--- src/hw/rtl/ogru_pkg.sv ---
// shared types, constants and codes of the occupancy grid ray update block
package ogru_pkg;

    localparam int unsigned COORD_W             = 7;
    localparam int unsigned SCORE_W             = 5;
    localparam int unsigned LIMIT_W             = 4;
    localparam int unsigned COUNT_W             = 8;
    localparam int unsigned ERR_W               = COORD_W + 3;
    localparam int unsigned CFG_INDEX_W         = 2;
    localparam int unsigned CFG_DATA_W          = 7;
    localparam int unsigned GRID_SIDE_DEFAULT   = 128;
    localparam int unsigned QUEUE_DEPTH_DEFAULT = 2;

    // longest possible ray on a 128 x 128 coordinate range
    localparam logic [COUNT_W-1:0] TRACED_MAX = 8'd128;

    localparam logic [COORD_W-1:0] ROBOT_X_RESET     = 7'd50;
    localparam logic [COORD_W-1:0] ROBOT_Y_RESET     = 7'd50;
    localparam logic [LIMIT_W-1:0] SCORE_LIMIT_RESET = 4'd10;

    // func codes of a command
    localparam logic [1:0] FUNC_HIT  = 2'd0;
    localparam logic [1:0] FUNC_RAY  = 2'd1;
    localparam logic [1:0] FUNC_READ = 2'd2;

    // configuration register indexes
    localparam logic [CFG_INDEX_W-1:0] CFG_ROBOT_X     = 2'd0;
    localparam logic [CFG_INDEX_W-1:0] CFG_ROBOT_Y     = 2'd1;
    localparam logic [CFG_INDEX_W-1:0] CFG_SCORE_LIMIT = 2'd2;

    typedef enum logic [1:0] {
        KIND_HIT,
        KIND_RAY,
        KIND_READ
    } kind_t;

    typedef struct packed {
        logic [1:0]         func;
        logic [COORD_W-1:0] end_x;
        logic [COORD_W-1:0] end_y;
    } cmd_t;

    typedef struct packed {
        logic signed [SCORE_W-1:0] cell_score;
        logic [COUNT_W-1:0]        traced_cells;
    } result_t;

    // classified command with line setup, queued between front and back
    typedef struct packed {
        kind_t                   kind;
        logic [COORD_W-1:0]      x0;
        logic [COORD_W-1:0]      y0;
        logic [COORD_W-1:0]      x1;
        logic [COORD_W-1:0]      y1;
        logic [COORD_W-1:0]      dx;
        logic [COORD_W-1:0]      dy;
        logic                    sx;
        logic                    sy;
        logic signed [ERR_W-1:0] err;
    } job_t;

    typedef struct packed {
        logic empty;
        logic full;
    } queue_status_t;

    typedef struct packed {
        logic clearing;
        logic walking;
        logic updating;
    } back_status_t;

endpackage

--- src/hw/rtl/ogru_front.sv ---
// front end: classifies a command and sets up its line walk
module ogru_front (
    input  ogru_pkg::cmd_t                 cmd,
    input  logic [ogru_pkg::COORD_W-1:0]   robot_x,
    input  logic [ogru_pkg::COORD_W-1:0]   robot_y,
    output ogru_pkg::job_t                 job
);

    localparam int unsigned PAD_W = ogru_pkg::ERR_W - ogru_pkg::COORD_W;

    ogru_pkg::kind_t              kind;
    logic [ogru_pkg::COORD_W-1:0] x0;
    logic [ogru_pkg::COORD_W-1:0] y0;
    logic [ogru_pkg::COORD_W-1:0] dx;
    logic [ogru_pkg::COORD_W-1:0] dy;

    always_comb
    begin
        case (cmd.func)
            ogru_pkg::FUNC_HIT:  kind = ogru_pkg::KIND_HIT;
            ogru_pkg::FUNC_RAY:  kind = ogru_pkg::KIND_RAY;
            default:             kind = ogru_pkg::KIND_READ;
        endcase
    end

    // single cell commands walk a line of length one
    assign x0 = (kind == ogru_pkg::KIND_RAY) ? robot_x : cmd.end_x;
    assign y0 = (kind == ogru_pkg::KIND_RAY) ? robot_y : cmd.end_y;

    assign dx = (cmd.end_x >= x0) ? (cmd.end_x - x0) : (x0 - cmd.end_x);
    assign dy = (cmd.end_y >= y0) ? (cmd.end_y - y0) : (y0 - cmd.end_y);

    always_comb
    begin
        job.kind = kind;
        job.x0   = x0;
        job.y0   = y0;
        job.x1   = cmd.end_x;
        job.y1   = cmd.end_y;
        job.dx   = dx;
        job.dy   = dy;
        job.sx   = (x0 < cmd.end_x);
        job.sy   = (y0 < cmd.end_y);
        job.err  = $signed({{PAD_W{1'b0}}, dx}) - $signed({{PAD_W{1'b0}}, dy});
    end

endmodule

--- config.mk ---
export PLATFORM = sky130hd
export DESIGN_NAME = ogru_front
export DESIGN_NICKNAME = d
export VERILOG_FILES = /design/src/hw/rtl/ogru_pkg.sv /design/src/hw/rtl/ogru_front.sv
export SDC_FILE = /design/constraint.sdc
export NUM_CORES = 1
export LEC_CHECK = 0
export ABC_AREA = 0
export BUFFER_PORTS_ARGS = -buffer_cell sky130_fd_sc_hd__buf_2
export CAP_MARGIN = 20
export CORE_MARGIN = 2
export CORE_UTILIZATION = 40
export DETAILED_ROUTE_END_ITERATION = 16
export PLACE_DENSITY = 0.71
export SETUP_SLACK_MARGIN = 0.5
export SYNTH_ARGS = -nofsm -noshare
export SYNTH_HDL_FRONTEND = slang
export SYNTH_SLANG_ARGS = --single-unit
--- constraint.sdc ---
create_clock -name vclk -period 4.8
set_input_delay 0.24 -clock vclk [all_inputs]
set_output_delay 0.24 -clock vclk [all_outputs]
set_load 0.05 [all_outputs]
# --- Word level (Yosys, flattened, before mapping) ---
# Cells that the tools add are included.
totals:
  regBits: 0
  inputBits: 30
  out_inout_bits: 56
  wordCells: 17
classes:
  n_addsub: 5
  magnitude_cmp: 4
  eq_ne: 2
  mux: 5
  reduce_logical: 1
op_table:
  columns: ["operator", "n"]
  rows:
  - ["$mux 7", 4]
  - ["$sub 7x7->7", 4]
  - ["$ge 7x7->1", 2]
  - ["$lt 7x7->1", 2]
  - ["$sub 7x7->8", 1]
  - ["$eq 2x1->1 const B", 2]
  - ["$pmux 2 s2", 1]
  - ["$logic_not 2->1", 1]

# --- Logic depth before layout (Yosys ltp) ---
logic_depth:
  ltp_word: 7
  ltp_mapped: 20
  depth_no_buf: 19

# --- Worst setup path after synthesis ---
# OpenSTA, ideal clock, no wires.
synth_path:
  path_kind: "in2out"
  from: "input port cmd[15] in the netlist's numbering"
  to: "output port job[8] in the netlist's numbering"
  arrival_ns: 6.412
  required_ns: 4.560
  setup_slack_ns: -1.852
  cell_stages: 18
  n_path_buf: 4
  path_cell_list: "nand2b_2 -> inv_1 -> clkbuf_1 -> clkbuf_1 -> o21ai_0 -> ha_1 -> buf_6 -> and4_4 -> a41o_1 -> a221o_2 -> a21oi_4 -> mux2i_1 -> ha_1 -> a21o_1 -> maj3_2 -> a31o_1 -> a31oi_1 -> buf_4"
synth_rtl:
  columns: ["element", "line_no", "source"]
  rows:
  - ["start: declaration", "ogru_front.sv:3", "input ogru_pkg::cmd_t cmd,"]
  - ["end: declaration", "ogru_front.sv:6", "output ogru_pkg::job_t job"]

==> out/qor.txt <==
status -> finished, final reports clean
multiplexer share of the synthesized area -> 2.86%
sequential power share -> 0%
max incr delay on CP -> 340 ps
layout cells sized above 1 -> 44.3%
final core utilization -> 57.1%
row count -> 24
WL per Instance -> 13.4 um
# DRC -> 0
worst hold path type -> primary input to output port
global-route wire length before repair -> 7820 um
Overflow after GRT -> 0
Clk pwr share -> 0%
Critical Path Fanout Max -> 22
Routed WL -> 5010 um
sequential share of the synthesized area -> 0%
Synth Area in Compound Gates -> 30.7%
Slew @ Worst Pin -> 508 ps
IR drop worst, VDD -> 0.462 mV
Synth Cell Area -> 0.00179 mm^2
Area Growth Syn to Fin -> 37.8%
count of different cell masters after synthesis -> 61
P_sw -> 804 uW
vias per cell -> 5.33
Comb pwr share -> 100.0%
Setup violations, final -> 0
switching part of the total -> 66.8%
Seq cells -> 0
gpl congestion -> 0.899
Lkg Pwr -> 1.30 nW
PortBufs -> 86
Final period util -> 87.5%
Max-Cap Viols -> 0
die height -> 70.9 um
via count of the first global-routing pass -> 1797
Final min period -> 4200 ps
Final HPWL DP -> 4050 um
largest net degree at the start of global routing -> 44
relative slew slack -> 65.9%
detailed-route via count -> 1997
Pins Over Slew Limit -> 0
CLK BUF -> 0
syn_nets -> 313
CP max-delay cell -> a221o_2
Final ANT Viol Nets -> 0
setup TNS -> 0 ps
Synth Area per Inst -> 7.05 um^2
DRT Pass-1 Iters -> 4
hold_buf cts -> 0
final net count -> 384
XOR/XNOR share of the synthesized area -> 6.84%
die area -> 0.00503 mm^2
crit path launch type -> primary input
Post-Syn Instances -> 254
DRT iter0 DRCs -> 60
Syn. warnings -> 0
pwr dens -> 487 mW/mm^2
Filler Cell Count -> 414
Reg area -> 0 um^2
ordered cell list for the critical path -> buf_2 -> nand2b_4 -> inv_12 -> nor2_1 -> a21o_4 -> ha_4 -> and4_4 -> a41o_1 -> a221o_2 -> a21oi_4 -> mux2i_4 -> ha_4 -> a21o_1 -> maj3_2 -> a31o_4 -> a31oi_4 -> buf_6
worst slack, placed -> 144 ps
core box area -> 0.00432 mm^2
crit path kind -> primary input to output port
overall global routing resource usage -> 18.2%
die width -> 70.9 um
RSZ-0062 raised after global routing -> yes
fraction of the mapped netlist area in simple logic gates -> 20.7%
most used cell, CP -> ha_4
Worst Path Required -> 4560 ps
initial core utilization -> 41.4%
Critical Path Sink Type -> output port
internal power -> 399 uW
setup ws final -> 601 ps
antenna violations before repair -> 0
critical path arrival -> 3960 ps
Fmax -> 238 MHz
largest family of logic cells by synthesized area -> compound AO/OA/AOI/OAI gates
n_diodes -> 0
Synth Area in Adders -> 22.1%
Final Hold Fails -> 0
I/O Pins -> 86
## stage by stage
stage               hold WS [ps]  cells  cell area, um^2  total power, mW
global placement             782    368             2320             1.11
finish                       781    375             2470             1.20
CTS                          782    369             2360             1.15
detailed placement           781    368             2320             1.12
global route                 787    375             2470             1.27
floorplan                    647    254             2020            0.960
## timing repair
action	CTS	global route
resized for setup	12	16
pin swaps	0	7
endpoints found under the setup margin	6	7
buffers inserted	1	5
cloned	0	1
endpoints found under the hold margin	0	0
## layout by cell type, fill, tap and decap left out, types with 2 or more instances in the layout
cell / count
o21ai_0: 27
ha_2: 5
nand2_1: 16
inv_1: 37
ha_4: 3
buf_6: 4
mux2i_1: 2
a21o_1: 10
o21ai_1: 2
xor2_2: 3
o211ai_1: 2
buf_4: 7
o21ai_2: 4
nand3_1: 2
a32o_1: 2
xor2_1: 3
nand2b_1: 6
xnor2_2: 2
xnor2_4: 3
ha_1: 18
nor2b_1: 3
xnor2_1: 2
a221oi_2: 2
a22oi_1: 2
nand4_1: 2
nor2_1: 10
fa_1: 3
and3b_1: 2
a21oi_1: 11
nor3_1: 3
buf_2: 81
## power groups by stage
stage	registers (mW)	logic [mW]	clock network [mW]
floorplan	0	0.960	0
global placement	0	1.11	0
detailed placement	0	1.12	0
CTS	0	1.15	0
global route	0	1.27	0
finish	0	1.20	0
## path summary, 6_finish.rpt
check | start | end | slack [ps] | cells past startpoint
max | cmd[15] | job[8] | 600 | 17
min | cmd[12] | job[38] | 780 | 2
## synth_stat cells (all sizes together) (2+ instances only)
| cell type | count | area, um^2 |
|---|---|---|
| and4bb | 2 | 25.0 |
| fa | 3 | 60.1 |
| nand2b | 7 | 46.3 |
| or3 | 2 | 17.5 |
| clkbuf | 6 | 22.5 |
| a21oi | 12 | 71.3 |
| and2 | 2 | 13.8 |
| a221oi | 2 | 30.0 |
| ha | 26 | 325 |
| and3b | 2 | 17.5 |
| inv | 38 | 143 |
| a31oi | 2 | 12.5 |
| nor2b | 3 | 18.8 |
| nor3 | 3 | 15.0 |
| a21o | 12 | 91.3 |
| nor2 | 12 | 47.6 |
| xor2 | 7 | 61.3 |
| nand3 | 2 | 10.0 |
| mux2i | 4 | 40.0 |
| a32o | 2 | 20.0 |
| a22oi | 2 | 15.0 |
| or2 | 2 | 12.5 |
| nand2 | 16 | 60.1 |
| xnor2 | 7 | 61.3 |
| o211ai | 3 | 27.5 |
| o21ai | 33 | 165 |
| buf | 18 | 135 |
| nand4 | 2 | 12.5 |
## critical path: cells and delay by family
family	cells	cell delay (ps)
buf+inv	3	450
simple gates	3	460
compound gates	7	1670
fa+ha+maj	3	800
mux	1	330
## layer usage
metal | up-vias | part of all wire [%] | global-route usage, % | wire (um)
li1 | 1013 | - | - | -
met1 | 918 | 47 | 25.6 | 2360
met2 | 66 | 47 | 32.9 | 2370
met3 | 0 | 5.8 | 0.570 | 289
met4 | 0 | 0 | 0.419 | 0
met5 | - | 0 | 0 | 0
## area by class of cell
cell class	instances	area, um^2	area share (%)
Multi-Input combinational cell	192	1740	70.3
Tap cell	52	65.1	2.63
Inverter	38	155	6.28
Timing Repair inverter	1	11.3	0.456
Timing Repair Buffer	92	503	20.4
## cell families after synthesis
kind of cell,after synthesis
mux,5
simple gates,63
xor+xnor,14
fa+ha+maj,30
buf+inv,62
compound gates,80
Note: power is estimated with default switching activity, not from simulation.
