`config.mk`:
```
export PLATFORM = sky130hd
export DESIGN_NAME = ogru_queue
export DESIGN_NICKNAME = d
export VERILOG_FILES = /design/src/hw/rtl/ogru_pkg.sv /design/src/hw/rtl/ogru_queue.sv
export SDC_FILE = /design/constraint.sdc
export NUM_CORES = 1
export LEC_CHECK = 0
export BUFFER_PORTS_ARGS = -buffer_cell sky130_fd_sc_hd__buf_2
export CAP_MARGIN = 5
export CORE_MARGIN = 5
export CORE_UTILIZATION = 40
export CTS_CLUSTER_SIZE = 12
export DETAILED_ROUTE_END_ITERATION = 16
export GPL_ROUTABILITY_DRIVEN = 0
export HOLD_SLACK_MARGIN = 0.08
export PLACE_DENSITY = 0.67
export SLEW_MARGIN = 40
export SYNTH_ARGS = -nofsm -noshare
export SYNTH_HDL_FRONTEND = slang
export SYNTH_SLANG_ARGS = --single-unit
```
`constraint.sdc`:
```
create_clock -name clk -period 3.2 [get_ports clk]
set_input_delay 0.64 -clock clk [delete_from_list [all_inputs] [get_ports clk]]
set_output_delay 0.64 -clock clk [all_outputs]
set_load 0.005 [all_outputs]
```
`src/hw/rtl/ogru_pkg.sv`:
```
// shared types, constants and codes of the occupancy grid ray update block
package ogru_pkg;

    localparam int unsigned COORD_W             = 7;
    localparam int unsigned SCORE_W             = 5;
    localparam int unsigned LIMIT_W             = 4;
    localparam int unsigned COUNT_W             = 8;
    localparam int unsigned ERR_W               = COORD_W + 3;
    localparam int unsigned CFG_INDEX_W         = 2;
    localparam int unsigned CFG_DATA_W          = 7;
    localparam int unsigned GRID_SIDE_DEFAULT   = 128;
    localparam int unsigned QUEUE_DEPTH_DEFAULT = 2;

    // longest possible ray on a 128 x 128 coordinate range
    localparam logic [COUNT_W-1:0] TRACED_MAX = 8'd128;

    localparam logic [COORD_W-1:0] ROBOT_X_RESET     = 7'd50;
    localparam logic [COORD_W-1:0] ROBOT_Y_RESET     = 7'd50;
    localparam logic [LIMIT_W-1:0] SCORE_LIMIT_RESET = 4'd10;

    // func codes of a command
    localparam logic [1:0] FUNC_HIT  = 2'd0;
    localparam logic [1:0] FUNC_RAY  = 2'd1;
    localparam logic [1:0] FUNC_READ = 2'd2;

    // configuration register indexes
    localparam logic [CFG_INDEX_W-1:0] CFG_ROBOT_X     = 2'd0;
    localparam logic [CFG_INDEX_W-1:0] CFG_ROBOT_Y     = 2'd1;
    localparam logic [CFG_INDEX_W-1:0] CFG_SCORE_LIMIT = 2'd2;

    typedef enum logic [1:0] {
        KIND_HIT,
        KIND_RAY,
        KIND_READ
    } kind_t;

    typedef struct packed {
        logic [1:0]         func;
        logic [COORD_W-1:0] end_x;
        logic [COORD_W-1:0] end_y;
    } cmd_t;

    typedef struct packed {
        logic signed [SCORE_W-1:0] cell_score;
        logic [COUNT_W-1:0]        traced_cells;
    } result_t;

    // classified command with line setup, queued between front and back
    typedef struct packed {
        kind_t                   kind;
        logic [COORD_W-1:0]      x0;
        logic [COORD_W-1:0]      y0;
        logic [COORD_W-1:0]      x1;
        logic [COORD_W-1:0]      y1;
        logic [COORD_W-1:0]      dx;
        logic [COORD_W-1:0]      dy;
        logic                    sx;
        logic                    sy;
        logic signed [ERR_W-1:0] err;
    } job_t;

    typedef struct packed {
        logic empty;
        logic full;
    } queue_status_t;

    typedef struct packed {
        logic clearing;
        logic walking;
        logic updating;
    } back_status_t;

endpackage

```
`src/hw/rtl/ogru_queue.sv`:
```
// short job queue between front end and back end
module ogru_queue #(
    parameter int unsigned DEPTH = ogru_pkg::QUEUE_DEPTH_DEFAULT
) (
    input  logic                    clk,
    input  logic                    rst_n,
    input  logic                    push,
    input  ogru_pkg::job_t          push_data,
    input  logic                    pop,
    output ogru_pkg::job_t          pop_data,
    output ogru_pkg::queue_status_t status
);

    localparam int unsigned PTR_W = (DEPTH > 1) ? $clog2(DEPTH) : 1;
    localparam int unsigned CNT_W = $clog2(DEPTH + 1);

    ogru_pkg::job_t   entry_reg [DEPTH];
    logic [PTR_W-1:0] wr_ptr_reg;
    logic [PTR_W-1:0] wr_ptr_next;
    logic [PTR_W-1:0] rd_ptr_reg;
    logic [PTR_W-1:0] rd_ptr_next;
    logic [CNT_W-1:0] count_reg;
    logic [CNT_W-1:0] count_next;

    assign wr_ptr_next = (wr_ptr_reg == PTR_W'(DEPTH - 1)) ? '0 : wr_ptr_reg + 1'b1;
    assign rd_ptr_next = (rd_ptr_reg == PTR_W'(DEPTH - 1)) ? '0 : rd_ptr_reg + 1'b1;

    always_comb
    begin
        count_next = count_reg;
        if (push && !pop)
        begin
            count_next = count_reg + 1'b1;
        end
        else if (pop && !push)
        begin
            count_next = count_reg - 1'b1;
        end
    end

    always_ff @(posedge clk or negedge rst_n)
    begin
        if (!rst_n)
        begin
            wr_ptr_reg <= '0;
            rd_ptr_reg <= '0;
            count_reg  <= '0;
        end
        else
        begin
            if (push)
            begin
                wr_ptr_reg <= wr_ptr_next;
            end
            if (pop)
            begin
                rd_ptr_reg <= rd_ptr_next;
            end
            count_reg <= count_next;
        end
    end

    always_ff @(posedge clk)
    begin
        if (push)
        begin
            entry_reg[wr_ptr_reg] <= push_data;
        end
    end

    assign pop_data     = entry_reg[rd_ptr_reg];
    assign status.empty = (count_reg == '0);
    assign status.full  = (count_reg == CNT_W'(DEPTH));

endmodule

```
Word level (Yosys, flattened, before mapping)
Memory sizes are Yosys's and may differ from the RTL's.
Cells that the tools add are included.
W data, S select, Z words.

word-level totals
  bits of input ports = 60
  memories kept = 1
  output and inout port bits = 58
  RAM bits = 112
  flip-flop bits (word level) = 4
  word-level logic and storage cells = 21

memories
  name       depth  bits a word  read ports  clocked after memory_dff  wr ports  RTL line          text
  entry_reg  2      56           1           0                         1         ogru_queue.sv:17  ogru_pkg::job_t entry_reg [DEPTH];

operators by class
  equal/unequal tests = 1
  mux-type cells = 6
  add/sub/neg operators = 4
  reductions and logical operators = 6

operator list
  operator               number
  $mux W1                4
  $mux W2                2
  $add A1 B1 Y1 const B  2
  $add A2 B1 Y2 const B  1
  $eq A2 B2 Y1 const B   1
  $logic_and A1 B1 Y1    2
  $logic_not A1 Y1       2
  $logic_not A2 Y1       1
  $reduce_bool A2 Y1     1
  $sub A2 B1 Y2 const B  1

Depth between registers and ports, before layout
Gate-level depths: netlist of run 1.

  depth in word-level cells = 4
  mapped depth = 5
  mapped depth without buffers = 5

Worst setup path after synthesis of run 1
Ideal clock, no wire load.

  path type = input -> register
  start point = in push
  end point = mem entry_reg[0][0] (netlist bit), enable pin
  data required time = 2723 ps
  slack = -389 ps
  cell stages on the path = 1
  buffers on the path = 0
  library setup time = 477 ps
  arrival time = 3113 ps
  path through = nor2b_1

on the way
  cells in the longest elaborated chain, start to end = 2

ends and longest elaborated chain
  element                        RTL line          text
  start: declaration             ogru_queue.sv:7   input logic push,
  $mux W1                        ogru_queue.sv:65  if (push)
  $mux W1 (not written as such)  ogru_queue.sv:67  entry_reg[wr_ptr_reg] <= push_data;
  end: declaration               ogru_queue.sv:17

Every way passes these cells.

==> out/qor.yml, run 1 <==
yosys:
  yosysWarnings: 0
  synth_edf_count: 112
  yosys.cell_count.top_type: "edfxtp_1"
  synth_flop_cell: "edfxtp_1"
  async_flop_share_pct: 3.45
  yosys.area.top_type: "edfxtp_1"
  syn-mean-instance-area_um2: 22.9
  synth_area_um2: 4350
  synth_cells: 190
  synth_top_cells_by_count: "112 x edfxtp_1, 30 x mux2_4, 26 x mux2_2"
  synthTopCellsByArea: "edfxtp_1 77%, mux2_4 10%, mux2_2 6.7%"
  yosysTopAreaCellShare_pct: 77.4
  synth_fp_nets: 251
  synth_seq_cells: 116
  synth_cell_type_count: 13
  ys_seq_area_share_pct: 79.7
drt:
  wl_met2_um: 3680
  met3_length_um: 648
  drt-vias-per-instance: 4.58
  wl_met1_um: 3120
  drt_first_pass_iters: 4
  ant_nets: 0
  first_iter_violations: 63
  vias: 2187
  dr.max_layer_used: "met4"
  drc: 0
  wl_um: 7530
  wl_per_cell_um: 15.8
die:
  core-area_um2: 10700
  die_w_um: 114
  num_rows: 38
  die_area_um2: 13100
  die_h_um: 114
  ios: 118
  initial_core_util_pct: 40.5
pwr:
  peakVddDrop_uv: 605
  p_sw_mw: 1.29
  p_sw_share_pct: 25.6
  p_leak_nw: 2.24
  seq_power_share_pct: 43.4
  power_density_nw_per_um2: 892
  power_frac_comb_pct: 24.6
  p_int_mw: 3.75
  power_mw: 5.03
  pwr-share-clk_pct: 32.1
final_layout:
  antennaDiodeCount: 0
  area_delta_synth_final_pct: 29.9
  nNetsFinal: 386
  layout-drive-gt1-share_pct: 60.9
  largest_reg_flops: 112
  post-route-cell-area_um2: 5650
sta:
  drv_slew: 0
  finalHoldViolCount: 0
  hold_slack_ns: 0.326
  tightest_slew_ns: 0.598
  setup_viol: 0
  worst_slack_ns: 0.554
  rsz0062_at_grt: "no"
  finalClockSkew_ns: 0.00490
  max_slew_margin_pct: 60.2
  finalSetupTns_ns: 0
  min_period_over_period_pct: 82.7
  max_freq_ghz: 0.378
  fin_crit_ns: 2.65
global_routing:
  overflow: 0
  grt_pass1_wl_um: 11700
  grtUsageTotal_pct: 12.1
  first_global_vias: 2393
  grt_antenna_before_repair: 0
  grt_max_degree: 36
placement:
  dpl_worst_slack_ns: 1.02
  io_buffer_count: 117
  dpl_cell_area_um2: 5120
  hpwl_um: 4970
worst_setup_path:
  cp-end-kind: "primary output"
  max_stage_delay_ns: 0.70
  path_class: "register to primary output"
  path_cells: "buf_12, mux2_2, buf_2"
  slowest_stage: "dfrtp_4"
  crit_fanout: 31
  crit_path_start_kind: "register"
  required_ns: 2.56
  r2r_setup_slack_ns: 1.59
  arrival_ns: 2.01
min_path:
  holdCritPathClass: "input port to register"
clocking:
  clkSinkCount: 116
  clockBufferDepth: 2
  clk_latency_ns: 0.50
  htreeDepth: 4
  clk_pin_slew_ns: 0.05
  cts_tree: "done"
  cts_buffers: 17
  post_cts_buffers: 0
  cts-root-buf: "clkbuf_8"
flow_run:
  max-cap-violations: 0
status:
  status: "completed"
kinds of logic (layout without fill, tap and decap cells):
family | after synthesis | in the layout | share of synthesized area, %
xor gates and xnor gates | 5 | 5 | 1.01
DFF | 116 | 116 | 79.7
and+or+nand+nor | 5 | 5 | 0.604
muxes | 56 | 56 | 17.1
buffers and inverters | 7 | 155 | 1.35
adders and majority gates | 1 | 1 | 0.288
area by class of cell:
cell class	instances	area, um^2
Clock buffer	20	425
Clock inverter	12	90.1
Fill cell	908	5100
Inverter	1	3.75
Multi-Input combinational cell	67	835
Sequential cell	116	3470
Tap cell	140	175
Timing Repair Buffer	122	651
placed cells by master (no fill, tap or decap), types with 3 or more instances in the layout:
| master | netlist | final |
|---|---|---|
| buf_2 | 2 | 117 |
| clkbuf_1 | 0 | 3 |
| clkbuf_16 | 0 | 16 |
| clkinv_1 | 0 | 3 |
| clkinv_2 | 0 | 5 |
| dfrtp_1 | 4 | 3 |
| edfxtp_1 | 112 | 112 |
| mux2_2 | 26 | 26 |
| mux2_4 | 30 | 30 |
| xor2_1 | 4 | 4 |
critical path, delay by kind of cell (launching register included):
kind                   cells  cell delay (ns)
flip-flops                 1             0.70
buffers and inverters      2             0.42
multiplexers               1             0.37
stage by stage:
| step | util (%) | instances |
|---|---|---|
| after floorplan | - | 190 |
| after global placement | 47.5 | 444 |
| after detailed placement | 47.7 | 445 |
| after CTS | 52.6 | 478 |
| after global routing | 52.6 | 478 |
| final | 52.6 | 478 |
timing repair:
action	CTS	global route
gates resized for setup	0	0
hold buffers	1	0
setup endpoints to repair	0	0
hold endpoints to repair	4	0
worst paths after layout:
kind	from	cells after the start	endpoint
worst min register to register	count_reg[1]	1	count_reg[1]
worst max register to register	wr_ptr_reg	2	entry_reg[1][46]
max in group asynchronous	rst_n	2	rd_ptr_reg
worst min-delay path	push_data[10]	1	entry_reg[1][10]
min in group asynchronous	rst_n	2	count_reg[0]
worst max-delay path	rd_ptr_reg	3	pop_data[40]
power by group through the flow:
stage	clock, mW	combinational [mW]	sequential [mW]
floorplan	0	0.868	2.12
global placement	0	1.15	2.30
detailed placement	0	1.27	2.22
CTS	1.66	1.28	2.19
global route	1.74	1.35	2.22
finish	1.61	1.24	2.18
routing by layer:
| metal | global-route usage (%) | vias up |
|---|---|---|
| li1 | - | 1025 |
| met1 | 13.9 | 1067 |
| met2 | 19.5 | 88 |
| met3 | 5.60 | 7 |
| met4 | 5.46 | 0 |
| met5 | 0 | - |
Note: power is estimated with default switching activity, not from simulation.
==> run 2: changes to the inputs <==
--- a/config.mk
+++ b/config.mk
@@ -13,7 +13,7 @@
 export DETAILED_ROUTE_END_ITERATION = 16
 export GPL_ROUTABILITY_DRIVEN = 0
 export HOLD_SLACK_MARGIN = 0.08
-export PLACE_DENSITY = 0.67
+export PLACE_DENSITY = 0.65
 export SLEW_MARGIN = 40
 export SYNTH_ARGS = -nofsm -noshare
 export SYNTH_HDL_FRONTEND = slang
==> constraint.sdc (replaced) <==
create_clock -name clk -period 2.7 [get_ports clk]
set_input_delay 0.54 -clock clk [delete_from_list [all_inputs] [get_ports clk]]
set_output_delay 0.54 -clock clk [all_outputs]
set_load 0.005 [all_outputs]
==> run 2 against run 1 <==
  * Die area unchanged
  * Sequential cell count unchanged
  * Via count fell by 0.55%
  * Power is 18% higher
  * Worst hold slack worse by 0.094 ns
  * Register-to-register slack lost 0.39 ns
  * Setup slack got worse by 0.30 ns
  * Design area grew 0.22%
  * Clock skew grew 0.0016 ns
  * Critical path type unchanged
  * Critical endpoint is now pop_data[39]
==> out/qor.yml, run 2 (synthesis results as in run 1) <==
drt:
  wl_um: 7520
  drc: 0
  wl_per_cell_um: 15.7
  vias: 2175
  drt-vias-per-instance: 4.54
  first_iter_violations: 79
  ant_nets: 0
  drt_first_pass_iters: 6
clocking:
  htreeDepth: 4
  post_cts_buffers: 0
  cts_buffers: 17
  hold_buffers: 1
  clk_pin_slew_ns: 0.05
  cts_tree: "done"
  clk_latency_ns: 0.49
  clockBufferDepth: 2
  ctsResizeCount: 0
  clkSinkCount: 116
  cts-root-buf: "clkbuf_8"
placement:
  hpwl_um: 5080
  dpl_cell_area_um2: 5140
  io_buffer_count: 117
sta:
  finalClockSkew_ns: 0.00649
  finalSetupTns_ns: 0
  setup_viol: 0
  tightest_slew_ns: 0.591
  finalHoldViolCount: 0
  max_freq_ghz: 0.409
  max_slew_margin_pct: 60.5
  min_period_over_period_pct: 90.7
  rsz0062_at_grt: "no"
  drv_slew: 0
  fin_crit_ns: 2.45
worst_setup_path:
  crit_path_start: "rd_ptr_reg"
  crit_path_start_kind: "register"
  required_ns: 2.16
  r2r_start: "wr_ptr_reg"
  crit_fanout: 36
  path_class: "register to primary output"
  arrival_ns: 1.91
  cp-end-kind: "primary output"
pwr:
  p_leak_nw: 2.25
  power_frac_comb_pct: 26.2
  peakVddDrop_uv: 431
  p_sw_share_pct: 25.5
  pwr-share-clk_pct: 31.9
  power_density_nw_per_um2: 1050
  seq_power_share_pct: 41.9
  p_int_mw: 4.44
  p_sw_mw: 1.52
global_routing:
  grt_pass1_wl_um: 12000
  first_global_vias: 2442
  grt_antenna_before_repair: 1
  overflow: 0
  grt_max_degree: 37
  grtUsageTotal_pct: 12.4
final_layout:
  area_delta_synth_final_pct: 30.2
  final_common_cell: "buf_2"
  largest_reg_flops: 112
  final_cell_mix: "117 x buf_2, 112 x edfxtp_1, 30 x mux2_4, 26 x mux2_2, 16 x clkbuf_16"
  post-route-util_pct: 52.7
  layout-drive-gt1-share_pct: 61.9
  antennaDiodeCount: 0
  post-route-cell-area_um2: 5660
  nNetsFinal: 388
flow_run:
  max-cap-violations: 0
min_path:
  hold_start: "push_data[2]"
  holdCritPathClass: "input port to register"
die:
  initial_core_util_pct: 40.5
  die_w_um: 114
  ios: 118
  die_area_um2: 13100
  die_h_um: 114
  core-area_um2: 10700
  num_rows: 38
status:
  status: "completed"
run 2: power groups by stage:
stage / clock [mW] / sequential, mW / combinational (mW)
floorplan: 0 / 2.51 / 1.03
global placement: 0 / 2.52 / 1.60
detailed placement: 0 / 2.54 / 1.61
CTS: 1.96 / 2.50 / 1.62
global route: 2.05 / 2.53 / 1.71
finish: 1.90 / 2.50 / 1.56
run 2: worst max-delay path: stages (launching register included):
cell     delay (ns)
dfrtp_4        0.40
buf_4          0.44
mux2_2         0.41
buf_2          0.13
run 2: metal layers:
layer	global-route usage (%)	wire length [um]
met5	0	11
met2	20.3	3870
met4	4.51	32
met1	13.7	3010
met3	6.45	591
run 2: worst paths after layout:
kind | to | cells after the start | slack, ns
max reg2reg | entry_reg[0][37] | 2 | 1.20
min | entry_reg[1][2] | 1 | 0.23
min in group asynchronous | count_reg[1] | 2 | 0.38
min reg2reg | count_reg[1] | 1 | 0.49
max | pop_data[39] | 3 | 0.25
max in group asynchronous | rd_ptr_reg | 2 | 2.18
run 2: through the flow:
step	cells	hold WS (ns)	setup slack (ns)	power (mW)
floorplan	190	0.244	0.257	3.54
global placement	447	0.351	0.751	4.12
detailed placement	447	0.352	0.728	4.15
CTS	479	0.195	0.182	6.08
global route	479	0.191	0.134	6.29
finish	479	0.232	0.252	5.96
run 2: area by class of cell:
class	instances	area (um^2)
inverter	1	3.75
sequential	116	3470
tap	140	175
timing repair buffer	124	666
clock buffer	19	422
clock inverter	12	91.3
fill	922	5090
multi-input combinational	67	835
